### src/rtl/core/ring_election_token_node_macros.svh
// Assertion macros used by the ring node top module.
`ifndef RING_ELECTION_TOKEN_NODE_MACROS_SVH
`define RING_ELECTION_TOKEN_NODE_MACROS_SVH

// Same-cycle implication, checked only outside reset.
`define RETN_ASSERT_NOW(lbl, clk, rstn, ante, cons, msg) \
    lbl: assert property (@(posedge clk) disable iff (!(rstn)) (ante) |-> (cons)) \
        else $error(msg);

// Next-cycle implication, checked only outside reset.
`define RETN_ASSERT_NEXT(lbl, clk, rstn, ante, cons, msg) \
    lbl: assert property (@(posedge clk) disable iff (!(rstn)) (ante) |=> (cons)) \
        else $error(msg);

`endif

### src/rtl/core/retn_pkg.sv
package retn_pkg;

    localparam int ID_FIELD_W    = 8;
    localparam int STAMP_W       = 27;
    localparam int ID_BITS_DEF   = 8;

    typedef enum logic [3:0] {
        EV_RING     = 4'd0,
        EV_ELECTION = 4'd1,
        EV_ELECTED  = 4'd2,
        EV_CLEAR    = 4'd3,
        EV_MARKER   = 4'd4,
        EV_LINKUP   = 4'd5,
        EV_ENTER    = 4'd6,
        EV_RELEASE  = 4'd7,
        EV_RETRY    = 4'd8
    } event_kind_t;

    typedef enum logic [2:0] {
        MSG_RING      = 3'd0,
        MSG_CANDIDATE = 3'd1,
        MSG_LEADER    = 3'd2,
        MSG_CLEAR     = 3'd3,
        MSG_MARKER    = 3'd4
    } msg_kind_t;

    typedef enum logic [1:0] {
        A_INIT     = 2'd0,
        A_RELEASED = 2'd1,
        A_WANTED   = 2'd2,
        A_HELD     = 2'd3
    } access_t;

    typedef struct packed {
        event_kind_t             kind;
        logic [ID_FIELD_W-1:0]   msg_id;
        logic [STAMP_W-1:0]      msg_stamp;
        logic [STAMP_W-1:0]      now_stamp;
    } item_t;

    typedef struct packed {
        logic                    valid;
        msg_kind_t               kind;
        logic [ID_FIELD_W-1:0]   id;
        logic [STAMP_W-1:0]      stamp;
    } msg_t;

    typedef struct packed {
        logic                    ring_up;
        logic [ID_FIELD_W-1:0]   coord_id;
        logic                    coord_known;
        access_t                 access;
        logic                    marking;
    } status_t;

    typedef struct packed {
        msg_t                    msg0;
        msg_t                    msg1;
        status_t                 status;
    } bundle_t;

    function automatic msg_t make_msg(msg_kind_t k, logic [ID_FIELD_W-1:0] id,
                                      logic [STAMP_W-1:0] st);
        msg_t m;
        m.valid = 1'b1;
        m.kind  = k;
        m.id    = id;
        m.stamp = st;
        return m;
    endfunction

endpackage

### src/rtl/core/ring_election_token_node.sv
// Channel   Direction  Handshake               Payload
// s_        in         s_tvalid / s_tready     s_tuser event kind, s_tdata message fields
// m_        out        m_tvalid / m_tready     m_tuser send flag and kind, m_tdata, m_tlast
// cfg_      in         cfg_valid / cfg_ready   cfg_data own id
//
// An accepted item is decided once the output bundle register is free and yields one or two results.
// Items with one result sustain one per cycle while m_tready is high; two results leave in order.
// The output bundle register sets the rate: it reloads only when empty or as its last result leaves.
// Reset is synchronous and active low; it clears node state, the own id and both valid flags.
// A stalled output holds its result and backs up into the input register and s_tready.
// The own id is taken only while no item waits in the input register.
`include "ring_election_token_node_macros.svh"

module ring_election_token_node
    import retn_pkg::*;
#(
    parameter int ID_BITS = ID_BITS_DEF
) (
    input  logic        aclk,
    input  logic        aresetn,
    input  logic        s_tvalid,
    output logic        s_tready,
    input  logic [63:0] s_tdata,   // msg_id[7:0], msg_stamp[34:8], now_stamp[61:35], zero
    input  logic [3:0]  s_tuser,   // event_kind[3:0]
    output logic        m_tvalid,
    input  logic        m_tready,
    output logic [47:0] m_tdata,   // send_id[7:0], send_stamp[34:8], ring_up[35],
                                   // coordinator_id[43:36], coordinator_known[44],
                                   // access_state[46:45], marking[47]
    output logic [3:0]  m_tuser,   // send_valid[0], send_kind[3:1]
    output logic        m_tlast,
    input  logic        cfg_valid,
    output logic        cfg_ready,
    input  logic [7:0]  cfg_data
);

    logic                  in_valid_reg;
    item_t                 item_reg;
    logic [ID_FIELD_W-1:0] own_id_reg;
    logic                  fire;
    logic                  out_free;
    bundle_t               step_bundle;
    msg_t                  cur_msg;
    status_t               cur_status;

    assign fire      = in_valid_reg && out_free;
    assign s_tready  = !in_valid_reg || fire;
    assign cfg_ready = !in_valid_reg;

    always_ff @(posedge aclk) begin
        if (!aresetn) begin
            in_valid_reg <= 1'b0;
            own_id_reg   <= '0;
        end else begin
            if (s_tvalid && s_tready) begin
                in_valid_reg <= 1'b1;
            end else if (fire) begin
                in_valid_reg <= 1'b0;
            end
            if (cfg_valid && cfg_ready) begin
                own_id_reg <= cfg_data;
            end
        end
    end

    always_ff @(posedge aclk) begin
        if (s_tvalid && s_tready) begin
            item_reg.kind      <= event_kind_t'(s_tuser);
            item_reg.msg_id    <= s_tdata[7:0];
            item_reg.msg_stamp <= s_tdata[34:8];
            item_reg.now_stamp <= s_tdata[61:35];
        end
    end

    retn_step #(
        .ID_BITS (ID_BITS)
    ) u_step (
        .aclk    (aclk),
        .aresetn (aresetn),
        .fire    (fire),
        .item    (item_reg),
        .own_id  (own_id_reg),
        .result  (step_bundle)
    );

    retn_outbuf u_outbuf (
        .aclk       (aclk),
        .aresetn    (aresetn),
        .load       (fire),
        .bundle_in  (step_bundle),
        .m_tready   (m_tready),
        .free       (out_free),
        .m_tvalid   (m_tvalid),
        .m_tlast    (m_tlast),
        .cur_msg    (cur_msg),
        .cur_status (cur_status)
    );

    assign m_tuser = {cur_msg.kind, cur_msg.valid};
    assign m_tdata = {cur_status.marking, cur_status.access, cur_status.coord_known,
                      cur_status.coord_id, cur_status.ring_up, cur_msg.stamp, cur_msg.id};

    `RETN_ASSERT_NOW(a_empty_single, aclk, aresetn, m_tvalid && !m_tuser[0], m_tlast,
        "result without a message is not the last of its item")
    `RETN_ASSERT_NEXT(a_second_follows, aclk, aresetn, m_tvalid && m_tready && !m_tlast,
        m_tvalid && m_tlast && m_tuser[0], "second result of an item did not follow")
    `RETN_ASSERT_NOW(a_coord_zero, aclk, aresetn, m_tvalid && !m_tdata[44],
        m_tdata[43:36] == 8'd0, "coordinator id shown while not known")
    `RETN_ASSERT_NOW(a_stall_full, aclk, aresetn, !s_tready, in_valid_reg && m_tvalid,
        "input stalled with room in the pipeline")

endmodule

### src/rtl/core/retn_step.sv
module retn_step
    import retn_pkg::*;
#(
    parameter int ID_BITS = ID_BITS_DEF
) (
    input  logic                  aclk,
    input  logic                  aresetn,
    input  logic                  fire,
    input  item_t                 item,
    input  logic [ID_FIELD_W-1:0] own_id,
    output bundle_t               result
);

    localparam int ID_W = (ID_BITS < ID_FIELD_W) ? ID_BITS : ID_FIELD_W;

    logic               participant_reg, participant_next;
    logic [ID_W-1:0]    coord_reg, coord_next;
    logic               coord_valid_reg, coord_valid_next;
    logic               ring_up_reg, ring_up_next;
    access_t            access_reg, access_next;
    logic               marking_reg, marking_next;
    logic [STAMP_W-1:0] stamp_reg, stamp_next;
    logic               clear_pending_reg, clear_pending_next;

    logic [ID_W-1:0]       me, mid;
    logic [ID_FIELD_W-1:0] me_ext, mid_ext;
    logic                  is_coord;
    msg_t                  m0, m1;

    assign me       = own_id[ID_W-1:0];
    assign mid      = item.msg_id[ID_W-1:0];
    assign me_ext   = ID_FIELD_W'(me);
    assign mid_ext  = ID_FIELD_W'(mid);
    assign is_coord = coord_valid_reg && (coord_reg == me);

    always_comb begin
        participant_next   = participant_reg;
        coord_next         = coord_reg;
        coord_valid_next   = coord_valid_reg;
        ring_up_next       = ring_up_reg;
        access_next        = access_reg;
        marking_next       = marking_reg;
        stamp_next         = stamp_reg;
        clear_pending_next = clear_pending_reg;
        m0 = '0;
        m1 = '0;
        case (item.kind)
            EV_RING: begin
                if (mid == me) begin
                    ring_up_next     = 1'b1;
                    coord_valid_next = 1'b0;
                    coord_next       = '0;
                    participant_next = 1'b1;
                    m0 = make_msg(MSG_CANDIDATE, me_ext, '0);
                end else begin
                    m0 = make_msg(MSG_RING, mid_ext, '0);
                end
            end
            EV_ELECTION: begin
                if (mid > me) begin
                    coord_valid_next = 1'b0;
                    coord_next       = '0;
                    participant_next = 1'b1;
                    m0 = make_msg(MSG_CANDIDATE, mid_ext, '0);
                end else if (mid < me) begin
                    if (!participant_reg) begin
                        coord_valid_next = 1'b0;
                        coord_next       = '0;
                        participant_next = 1'b1;
                        m0 = make_msg(MSG_CANDIDATE, me_ext, '0);
                    end
                end else begin
                    coord_next       = me;
                    coord_valid_next = 1'b1;
                    participant_next = 1'b0;
                    m0 = make_msg(MSG_LEADER, me_ext, '0);
                end
            end
            EV_ELECTED: begin
                if (access_reg == A_INIT) begin
                    access_next = A_RELEASED;
                end
                if (mid != me) begin
                    coord_next       = mid;
                    coord_valid_next = 1'b1;
                    participant_next = 1'b0;
                    m0 = make_msg(MSG_LEADER, mid_ext, '0);
                end else if (is_coord) begin
                    marking_next = 1'b1;
                    stamp_next   = '0;
                    m0 = make_msg(MSG_CLEAR, '0, '0);
                end
            end
            EV_CLEAR: begin
                if (access_reg != A_HELD) begin
                    if (is_coord) begin
                        stamp_next = item.now_stamp;
                        m0 = make_msg(MSG_MARKER, '0, item.now_stamp);
                    end else begin
                        marking_next = 1'b1;
                        stamp_next   = '0;
                        m0 = make_msg(MSG_CLEAR, '0, '0);
                    end
                end else begin
                    clear_pending_next = 1'b1;
                end
            end
            EV_MARKER: begin
                if (marking_reg) begin
                    if (is_coord) begin
                        if (stamp_reg == item.msg_stamp) begin
                            marking_next = 1'b0;
                            m0 = make_msg(MSG_MARKER, '0, item.msg_stamp);
                        end
                    end else if (stamp_reg == '0) begin
                        marking_next = 1'b0;
                        stamp_next   = item.msg_stamp;
                        m0 = make_msg(MSG_MARKER, '0, item.msg_stamp);
                    end else if (stamp_reg == item.msg_stamp) begin
                        m0 = make_msg(MSG_MARKER, '0, item.msg_stamp);
                    end
                end else if (access_reg == A_WANTED && stamp_reg != '0) begin
                    access_next = A_HELD;
                end else if (access_reg == A_RELEASED) begin
                    m0 = make_msg(MSG_MARKER, '0, item.msg_stamp);
                end
            end
            EV_LINKUP: begin
                ring_up_next = 1'b0;
                m0 = make_msg(MSG_RING, me_ext, '0);
            end
            EV_ENTER: begin
                if (access_reg == A_RELEASED && stamp_reg != '0) begin
                    access_next = A_WANTED;
                end
            end
            EV_RELEASE: begin
                if (access_reg == A_HELD) begin
                    access_next = A_RELEASED;
                    m0 = make_msg(MSG_MARKER, '0, stamp_reg);
                    if (clear_pending_reg) begin
                        clear_pending_next = 1'b0;
                        if (is_coord) begin
                            stamp_next = item.now_stamp;
                            m1 = make_msg(MSG_MARKER, '0, item.now_stamp);
                        end else begin
                            marking_next = 1'b1;
                            stamp_next   = '0;
                            m1 = make_msg(MSG_CLEAR, '0, '0);
                        end
                    end
                end
            end
            EV_RETRY: begin
                if (!ring_up_reg) begin
                    m0 = make_msg(MSG_RING, me_ext, '0);
                end
            end
            default: begin
            end
        endcase
    end

    always_comb begin
        result.msg0                = m0;
        result.msg1                = m1;
        result.status.ring_up      = ring_up_next;
        result.status.coord_id     = coord_valid_next ? ID_FIELD_W'(coord_next) : '0;
        result.status.coord_known  = coord_valid_next;
        result.status.access       = access_next;
        result.status.marking      = marking_next;
    end

    always_ff @(posedge aclk) begin
        if (!aresetn) begin
            participant_reg   <= 1'b0;
            coord_reg         <= '0;
            coord_valid_reg   <= 1'b0;
            ring_up_reg       <= 1'b0;
            access_reg        <= A_INIT;
            marking_reg       <= 1'b0;
            stamp_reg         <= '0;
            clear_pending_reg <= 1'b0;
        end else if (fire) begin
            participant_reg   <= participant_next;
            coord_reg         <= coord_next;
            coord_valid_reg   <= coord_valid_next;
            ring_up_reg       <= ring_up_next;
            access_reg        <= access_next;
            marking_reg       <= marking_next;
            stamp_reg         <= stamp_next;
            clear_pending_reg <= clear_pending_next;
        end
    end

endmodule

### src/rtl/core/retn_outbuf.sv
module retn_outbuf
    import retn_pkg::*;
(
    input  logic    aclk,
    input  logic    aresetn,
    input  logic    load,
    input  bundle_t bundle_in,
    input  logic    m_tready,
    output logic    free,
    output logic    m_tvalid,
    output logic    m_tlast,
    output msg_t    cur_msg,
    output status_t cur_status
);

    logic    valid_reg;
    logic    sel_reg;
    bundle_t bundle_reg;

    assign m_tvalid   = valid_reg;
    assign m_tlast    = !bundle_reg.msg1.valid || sel_reg;
    assign cur_msg    = sel_reg ? bundle_reg.msg1 : bundle_reg.msg0;
    assign cur_status = bundle_reg.status;
    assign free       = !valid_reg || (m_tready && m_tlast);

    always_ff @(posedge aclk) begin
        if (!aresetn) begin
            valid_reg <= 1'b0;
            sel_reg   <= 1'b0;
        end else if (load) begin
            valid_reg <= 1'b1;
            sel_reg   <= 1'b0;
        end else if (valid_reg && m_tready) begin
            if (m_tlast) begin
                valid_reg <= 1'b0;
            end else begin
                sel_reg <= 1'b1;
            end
        end
    end

    always_ff @(posedge aclk) begin
        if (load) begin
            bundle_reg <= bundle_in;
        end
    end

endmodule

### config.mk
export PLATFORM = sky130hd
export DESIGN_NAME = ring_election_token_node
export DESIGN_NICKNAME = d
export VERILOG_FILES = /design/src/rtl/core/retn_pkg.sv /design/src/rtl/core/ring_election_token_node.sv /design/src/rtl/core/retn_step.sv /design/src/rtl/core/retn_outbuf.sv
export VERILOG_INCLUDE_DIRS = /design/src /design/src/rtl/core
export SDC_FILE = /design/constraint.sdc
export NUM_CORES = 1
export LEC_CHECK = 0
export ABC_AREA = 1
export BUFFER_PORTS_ARGS = -buffer_cell sky130_fd_sc_hd__clkbuf_2
export CAP_MARGIN = 15
export CORE_ASPECT_RATIO = 2
export CORE_MARGIN = 1.5
export CORE_UTILIZATION = 62
export CTS_BUF_LIST = sky130_fd_sc_hd__clkbuf_16
export DETAILED_ROUTE_END_ITERATION = 16
export PLACE_DENSITY = 0.91
export SLEW_MARGIN = 10
export SYNTH_ARGS = -nofsm -noshare
export SYNTH_HDL_FRONTEND = slang
export SYNTH_SLANG_ARGS = --single-unit
### constraint.sdc
create_clock -name aclk -period 11.3 [get_ports aclk]
set_input_delay 2.26 -clock aclk [delete_from_list [all_inputs] [get_ports aclk]]
set_output_delay 2.26 -clock aclk [all_outputs]
set_load 0.005 [all_outputs]
### Yosys cells after proc, flatten, opt, wreduce, memory -nomap -nowiden

Cells that the tools add are included.

* eq/ne operators: 27
* bitwise logic cells: 2
* muxes and demuxes: 72
* magnitude comparators: 2
* reduce and logical (&&, ||, !) cells: 31

Operators with widths (number)
* $mux 39: 15
* $pmux 39 s8: 1
* $mux 27: 9
* $pmux 27 s4: 1
* $mux 8: 5
* $mux 38: 1
* $mux 36: 1
* $eq 27x27->1: 1
* $logic_not 27->1: 1
* $mux 1: 27
* $reduce_bool 27->1: 1
* $pmux 8 s3: 1
* $eq 4x3->1 const B: 4
* $eq 8x8->1: 2
* $ne 2x1->1 const B: 8
* $mux 2: 5
* $reduce_and 10->1: 1
* $eq 4x2->1 const B: 2
* $gt 8x8->1: 1
* $logic_and 1x1->1: 8
* $lt 8x8->1: 1
* $ne 2x2->1 const B: 4
* $ne 8x8->1: 1
* $pmux 2 s4: 1
* other kinds (19): 32

* output and inout bits: 56
* register bits after elaboration: 210
* bits of input ports: 81

### Longest topological paths before layout

* depth after elaboration: 8
* gate-level depth with buffers: 14
* gate-level depth less buffers: 14

### Hierarchy

From an unflattened synthesis, not the netlist that was laid out.

* cell total of the unflattened synthesis: 1225
* area, all modules: 10457.5 um^2

Modules (own cells, without submodules)
* retn_step: area an instance 4668.2 um^2, times used 1, seq. area each 840.8 um^2, cells an instance 857
* retn_outbuf: area an instance 3399.5 um^2, times used 1, seq. area each 2772.7 um^2, cells an instance 241
* ring_election_token_node: area an instance 2389.8 um^2, times used 1, seq. area each 2162.1 um^2, cells an instance 127

### Worst setup path before layout

Ideal clock, no wire load.

* path type: input to register
* start: input port m_tready
* end: register u_outbuf.bundle_reg[13] (netlist name) (enable)
* buffers on the path: 1
* arrival: 4.896 ns
* stages: 3
* library setup time: 0.478 ns
* setup slack: 5.926 ns
* required time: 10.822 ns
* path through: a21boi_2 nor2_4 buf_1

* longest elaborated chain between the ends: 3

Ends and longest elaborated chain
* start: declaration: RTL line ring_election_token_node.sv:26 `input logic m_tready,`
* $logic_and 1x1->1: RTL line retn_outbuf.sv:24 `assign free = !valid_reg || (m_tready && m_tlast);`
* $logic_or 1x1->1: RTL line retn_outbuf.sv:24
* $logic_and 1x1->1: RTL line ring_election_token_node.sv:46 `assign fire = in_valid_reg && out_free;`
* named net fire: RTL line ring_election_token_node.sv:40 `logic fire;`
* end signal: assignment: RTL line retn_outbuf.sv:44 `bundle_reg <= bundle_in;`
* end: declaration: RTL line retn_outbuf.sv:18 `bundle_t bundle_reg;`

The timed path passes the listed nets, and every way through them passes these cells.
A chain may end at the register's enable or synchronous reset.

### Final worst setup path

* start: input port m_tready
* end: output port s_tready

* longest elaborated chain between the ends: 4

Ends and longest elaborated chain
* $logic_and 1x1->1: RTL line retn_outbuf.sv:24
* $logic_or 1x1->1: RTL line retn_outbuf.sv:24
* $logic_and 1x1->1: RTL line ring_election_token_node.sv:46
* $logic_or 1x1->1: RTL line ring_election_token_node.sv:47 `assign s_tready = !in_valid_reg || fire;`
* end: declaration: RTL line ring_election_token_node.sv:22 `output logic s_tready,`

No other way between the ends.

==> results.cfg <==
[run_status]
status = completed

[detailed_routing]
post-route-drc-count = 0
wl_met1_um = 8310
vias = 8383
via_per_inst = 5.75
detail-route-antenna-nets = 0
drt-total-wl_um = 25600
top_layer = met4
drtIter0Drc = 758
routedWlPerCell_um = 17.6
drtPass1Iterations = 8
met2WireLength_um = 13600
wl_met3_um = 1610

[setup_path]
path_delay_family = compound AO/OA/AOI/OAI gates
critPathRequiredTime_ns = 9.04
worst_path_max_delay_cell = a21boi_2
cp_common_cell = clkbuf_2
r2r_cells = 11
cp.arrival_ns = 2.98
rrSetupSlack_ns = 7.45
crit_chain = clkbuf_2 > a21boi_2 > nand2_1 > clkbuf_2
worst_path_largest_cell_delay_ns = 0.31
critPathLaunchType = input pin
critical_path_class = in -> out
critPathCaptureType = primary output
crit_buf_inv = 2
r2r_start = own_id_reg[7]
crit_cells = 4
cp_max_fo = 3
reg2reg_to = u_step.stamp_reg[19]

[global_route]
antenna_found_initial = 0
grt_pass1_wl_um = 39600
overflow = 0
grt_pass1_vias = 8233
grt_use_total_pct = 30.7
grt_max_degree = 64

[floorplan]
row_count = 65
fp.dieArea_sq_um = 16800
pin_count = 137
fp.dieH_um = 182
fp.dieW_um = 92.5
initial_core_util_pct = 63.3
design.core.area_sq_um = 15700

[synthesis]
yosys.area_share.simple_pct = 21.7
avgSynthCellArea_sq_um = 8.70
ys_ff_latch = 201
synth_compound_gate_area_share_pct = 11.3
async_reset_ff_share_pct = 0
yosys.area.top_type = edfxtp_1
synth_top_family_by_area = simple AND/OR/NAND/NOR gates
yosysMostFrequentCell = nand2_1
netlist.area_leader.share_pct = 44.8
synthXorXnorAreaFrac_pct = 2.20
synthAdderAreaFrac_pct = 1.01
synth_edf_count = 148
syn_nets = 1231
synthTopCellsByArea = edfxtp_1, nand2_1, dfxtp_1
muxShareOfSynthArea_pct = 0
ys_seq_area_share_pct = 55.4
synth_common_cells = nand2_1, edfxtp_1, inv_1
syn_inst = 1142
yosys_warnings = 0
syn_area_sq_um = 9930
synthFlopType = edfxtp_1
ys_types = 38

[clocking]
cts_sinks = 201
clk_pin_slew_ns = 0.06
cts_setup_buffers = 0
cts.hold.buffers_added = 0
clkLatencyLatePin_ns = 0.49
cts_root_buf = clkbuf_16
ctsResizeCount = 0
clockBufferDepth = 3
htreeDepth = 1
cts_tree = done
numCtsBuffers = 19

[cells_and_area]
fill_cells = 1180
nets = 1334
drive_gt1_share_pct = 16.1
largest_register_ffs = 69
multiInputGateArea_sq_um = 3600
regArea_sq_um = 5510
fin_util_pct = 71.2
diodes = 0
synthToLayoutAreaGrowth_pct = 12.6
fin_area_sq_um = 11200

[sta]
min_period_over_period_pct = 46.4
worst_pin_slew_ns = 1.16
fin_worst_skew_ns = 0.00885
max_freq_mhz = 191
finalHoldViolCount = 0
slew_headroom_pct = 22.5
period_minus_slack_ns = 5.24
rsz0062_at_grt = false
final_max_slew_viol_count = 0
finalSetupViolCount = 0
finalSetupTns_ns = 0

[flow_run]
maxCapViolations = 0

[power_and_ir_drop]
p_leak_nw = 4.61
vdd_drop_max_mv = 0.139
p_per_area_nw_per_um2 = 144

[placement]
dpl_cell_area_sq_um = 10600
gp_congestion = 0.946
io_buffers = 134
dp_hpwl_um = 17500

[min_path]
min_path_cells = 2
hold_start = u_step.stamp_reg[14]
hp-class = reg -> reg
hold_end = u_step.stamp_reg[14]
-- cell families (layout without fill, tap and decap cells) --
| group | after synthesis | count (layout) |
|---|---|---|
| AOI/OAI and AO/OA | 199 | 199 |
| xor gates and xnor gates | 25 | 25 |
| adders and majority gates | 8 | 8 |
| buffers and inverters | 194 | 309 |
| DFF | 201 | 201 |
| and+or+nand+nor | 515 | 515 |
-- per-layer routing --
layer	track usage (%)	vias to the layer above
met5	0	-
met4	22.8	0
met3	3.31	128
met2	56.7	437
met1	30.5	3854
li1	-	3964
-- layout make-up --
type                            count  share of cell area, %
Sequential cell                   201                   49.2
Multi-Input combinational cell    747                   32.2
Timing Repair Buffer              140                   6.40
Inverter                          136                   4.57
Clock buffer                       19                   4.25
Tap cell                          201                   2.25
Clock inverter                     14                   1.12
-- tightest hold or removal path, delay by kind of cell (launching register included) --
kind               cells  cell delay [ns]
AOI/OAI and AO/OA      1             0.05
DFF                    1             0.32
and+or+nand+nor        1             0.06
-- power by group --
part           switching, W  internal (W)  leakage, nW  total, W
Clock              0.000272      0.000354        0.290  0.000626
Combinational     0.0000924     0.0000444         2.45  0.000137
Sequential        0.0000197      0.000826         1.87  0.000845
Total              0.000384       0.00122         4.61   0.00161
-- how the worst max path moves through the flow --
stage | from | endpoint
floorplan | m_tready | u_outbuf.bundle_reg[13]
global placement | m_tready | s_tready
detailed placement | m_tready | s_tready
CTS | m_tready | s_tready
global route | m_tready | s_tready
finish | m_tready | s_tready
-- metrics by stage --
step	setup slack (ns)	hold WS (ns)	std cells	total power, W
4_1_cts	6.08	0.477	1458	0.00161
5_1_grt	6.02	0.501	1458	0.00166
2_1_floorplan	5.93	0.442	1142	0.000942
3_3_place_gp	6.14	0.462	1425	0.000992
3_5_place_dp	6.10	0.468	1425	0.000995
6_report	6.06	0.478	1458	0.00161
-- placed cells by master (no fill, tap or decap), types with 2 or more instances in the layout --
cell type / netlist / final
xor2_1: 2 / 2
inv_1: 118 / 118
nand2_2: 4 / 4
o21ai_0: 58 / 58
nor2_1: 89 / 89
clkbuf_2: 0 / 134
and2_1: 4 / 4
bufinv_16: 0 / 2
o21ai_1: 11 / 11
nor3_1: 7 / 7
ha_1: 8 / 8
nor2_4: 3 / 3
clkbuf_16: 0 / 19
edfxtp_1: 148 / 148
nor2_2: 4 / 4
and2_0: 4 / 4
buf_4: 13 / 6
nand3_1: 50 / 50
nand4_1: 18 / 18
o22ai_1: 26 / 26
clkinv_1: 2 / 6
dfxtp_1: 53 / 53
nand3_2: 2 / 2
clkinvlp_4: 0 / 3
nand2_1: 325 / 325
clkinv_2: 0 / 3
xnor2_1: 23 / 23
inv_2: 16 / 17
o21bai_1: 27 / 27
nand3b_1: 2 / 2
a21oi_1: 72 / 72
Note: power is estimated with default switching activity, not from simulation.
